**src/hw/rtl/gha_pkg.sv**
```systemverilog
// ----------------------------------------------------------------------------
// gha_pkg
// Shared types and constants of the generation handle allocator.
// ----------------------------------------------------------------------------
`default_nettype none

package gha_pkg;

    localparam int DEFAULT_TABLE_ENTRIES = 1024;

    localparam int GEN_W       = 16;   // generation counter
    localparam int IDX_FIELD_W = 16;   // slot index field of a handle
    localparam int HANDLE_W    = 32;
    localparam int WORD_BITS   = 32;   // slots per occupancy word
    localparam int WORD_SHIFT  = 5;    // log2(WORD_BITS)

    localparam int IN_USER_W  = 2;     // mode
    localparam int IN_DATA_W  = 32;    // handle
    localparam int OUT_DATA_W = 40;    // new_handle, alloc_ok, still_waiting, pad

    typedef enum logic [1:0] {
        MODE_ALLOC = 2'd0,
        MODE_QUERY = 2'd1,
        MODE_DONE  = 2'd2,
        MODE_CLEAR = 2'd3
    } mode_t;

    // lowest free slot within one occupancy word
    typedef struct packed {
        logic                  found;
        logic [WORD_SHIFT-1:0] pos;
    } free_hit_t;

endpackage

`default_nettype wire

```
**src/hw/rtl/gha_first_free.sv**
```systemverilog
// ----------------------------------------------------------------------------
// gha_first_free
// Priority encoder: lowest set bit of one free-slot word.
// ----------------------------------------------------------------------------
`default_nettype none

module gha_first_free (
    input  wire logic [gha_pkg::WORD_BITS-1:0] free_bits,
    output gha_pkg::free_hit_t                 hit
);

    import gha_pkg::*;

    always_comb
    begin
        hit.found = |free_bits;
        hit.pos   = '0;
        // scan downward so the lowest set bit wins
        for (int i = WORD_BITS - 1; i >= 0; i--)
        begin
            if (free_bits[i])
            begin
                hit.pos = WORD_SHIFT'(i);
            end
        end
    end

endmodule

`default_nettype wire

```
**config.mk**
```make
export PLATFORM = sky130hd
export DESIGN_NAME = gha_first_free
export DESIGN_NICKNAME = d
export VERILOG_FILES = /design/src/hw/rtl/gha_pkg.sv /design/src/hw/rtl/gha_first_free.sv
export SDC_FILE = /design/constraint.sdc
export NUM_CORES = 1
export LEC_CHECK = 0
export ABC_AREA = 1
export BUFFER_PORTS_ARGS = -buffer_cell sky130_fd_sc_hd__clkbuf_2
export CAP_MARGIN = 20
export CELL_PAD_IN_SITES_DETAIL_PLACEMENT = 0
export CELL_PAD_IN_SITES_GLOBAL_PLACEMENT = 1
export CORE_MARGIN = 3
export CORE_UTILIZATION = 23
export DETAILED_ROUTE_END_ITERATION = 6
export GPL_ROUTABILITY_DRIVEN = 0
export PLACE_DENSITY = 0.83
export RECOVER_POWER = 50
export SYNTH_ARGS = -nofsm -noshare
export SYNTH_HDL_FRONTEND = slang
export SYNTH_SLANG_ARGS = --single-unit
```
**constraint.sdc**
```tcl
create_clock -name vclk -period 3.3
set_clock_uncertainty 0.1 [all_clocks]
set_input_delay 0.825 -clock vclk [all_inputs]
set_output_delay 0.825 -clock vclk [all_outputs]
set_load 0.01 [all_outputs]
```
==> results.ini <==
[outcome]
status = finished, violations left
violations = negative setup slack

[hold_path]
hp-class = primary input to primary output

[logic_synthesis]
synth_top_area_share_pct = 34.3
yosysWarnings = 0
synth_cell_types = 17
syn-mean-instance-area_um2 = 4.40
synth_xor_xnor_area_share_pct = 0
synthesis.instances = 107
synth_top_family_by_area = simple AND/OR/NAND/NOR gates
yosys.area.top_type = nand2_1
synth_commonest_cells = nand2_1 (43), inv_1 (27), nor2_1 (15), inv_2 (4)
synth_compound_area_share_pct = 14.6
netlist_area_um2 = 470
synth-seq-area-share_pct = 0
synthesis.nets = 139
synthAdderAreaFrac_pct = 0
synth-simple-area-share_pct = 53.2
yosysMostFrequentCell = nand2_1
ys_top_cells_by_area = nand2_1 (34%), inv_1 (22%), nor2_1 (12%)
synth.area.mux_share_pct = 0

[grt]
grt_usage_pct = 9.30
grt_pass1_wl_mm = 2.07
antenna_found_initial = 0
grt_max_degree = 4
overflow = 0
grt_pass1_vias = 557

[placement]
portBuffers = 38
dpl.hpwl_mm = 1.17

[power]
seq_power_share_pct = 0
switching_share_pct = 47.4
p_total_uw = 69.6
clkPwrFrac_pct = 0
comb_power_share_pct = 100.0
p_leak_nw = 0.494
ir_drop_v = 0.0000304
p_int_uw = 36.6
power_density_mw_per_mm2 = 94.2
p_switching_uw = 33.0

[worst_setup_path]
critical_path_buf_inv_count = 3
critPathMaxFanout = 2
worstSetupPathType = primary input to primary output
cp_slowest_cell = buf_2
path_depth = 33
required_ns = 2.37
crit_path_frequent_cell = nand2_1
endpoint_kind = primary output
cp-start-kind = primary input
worstPathArrival_ns = 2.53
critPathLaunch = free_bits[30]
setup.worst_path.end = hit[0]
crit_family = simple AND/OR/NAND/NOR gates
critPathMaxStageDelay_ns = 0.13

[sta]
fin_crit_sh_pct = 105
setup_violations = 1
max_slew.worst_pin.slew_ns = 0.347
rsz0062_at_grt = yes
hold_violations = 0
fin_ws_ns = -0.157
layout_min_cycle_time_ns = 3.46
max_clock_freq_mhz = 289
whs_ns = 1.82
drv_slew = 0
relSlewSlack_pct = 76.6

[layout]
n_clock_buffer = 0
drive_above_1_share_pct = 33.3
nNetsFinal = 184
nFillCells = 227
multiInputGateArea_um2 = 325
area_growth_pct = 57.2
regArea_um2 = 0
antennaDiodeCount = 0
fin_util_pct = 40.6
seq_cell_count = 0

[floorplan]
core_mm2 = 0.00182
rows = 15
io-pin-count = 38
die-width_um = 51.2
die_h_um = 51.2
die_area_mm2 = 0.00262
start_util_pct = 25.8

[detailed_routing]
via_count = 675
first_pass_iters = 3
drtIter0Drc = 4
wl_per_cell_um = 7.07
viasPerCell = 3.86
finalWirelength_mm = 1.24
drtAntennaViolNets = 0
drc_errors = 0

[job]
maxCapViolCount = 0

[clock_tree]
postCtsSetupBuffers = 0

## worst min path at each step
stage                  from  endpoint  depth (start not counted)
2_1_floorplan  free_bits[0]    hit[0]                          1
3_3_place_gp   free_bits[0]    hit[0]                          3
3_5_place_dp   free_bits[0]    hit[0]                          3
4_1_cts        free_bits[0]    hit[0]                          3
5_1_grt        free_bits[0]    hit[0]                          3
6_report       free_bits[0]    hit[0]                          3
## metrics by stage
step / instances / setup TNS [ns] / cell area, um2 / worst slack [ns]
after floorplan: 107 / 0 / 470 / 0.145
after global placement: 175 / -0.174 / 729 / -0.174
after detailed placement: 175 / -0.184 / 729 / -0.184
after CTS: 175 / -0.189 / 729 / -0.189
after global routing: 175 / -0.511 / 739 / -0.499
final: 175 / -0.157 / 739 / -0.157
## final cells by class
cell class                 count  area share [%]
multi-input combinational     74            44.0
timing repair buffer          43            31.3
inverter                      33            20.5
tap                           25            4.23
## power groups by stage
stage	clock network, mW	registers (mW)	logic, mW
floorplan	0	0	0.0340
global placement	0	0	0.0673
detailed placement	0	0	0.0683
CTS	0	0	0.0686
global route	0	0	0.0797
finish	0	0	0.0696
## cells in the final DEF (no fill, tap or decap)
cell / instances
nand2_1: 43
clkbuf_2: 34
inv_1: 26
nor2_1: 15
inv_2: 5
buf_4: 5
nor4_1: 2
nor3_1: 2
bufinv_8: 2
nand3_1: 2
a21oi_1: 2
clkbuf_1: 2
a21boi_0: 1
o21bai_1: 1
a31oi_1: 1
a311oi_2: 1
o31ai_1: 1
o21ai_1: 1
a211oi_1: 1
a21oi_2: 1
buf_6: 1
buf_2: 1
## cell families after synthesis
kind of cell	Yosys count
buf+inv	33
simple gates	64
compound gates	10
## tightest hold or removal path: stages
cell and delay (ns):
clkbuf_2 0.11, a21oi_2 0.03, buf_2 0.13
## layer usage
metal	vias to the layer above	part of all wire, %	GRT usage, %
met5	-	0	0
li1	399	-	-
met1	258	46	13.2
met2	18	47	16.3
met3	0	7.0	0.583
met4	0	0	0
## repair_timing
action,CTS,global route
pin swaps,0,1
setup endpoints to repair,1,2
hold buffers,0,0
resized for setup,0,4
Note: power is estimated with default switching activity, not from simulation.
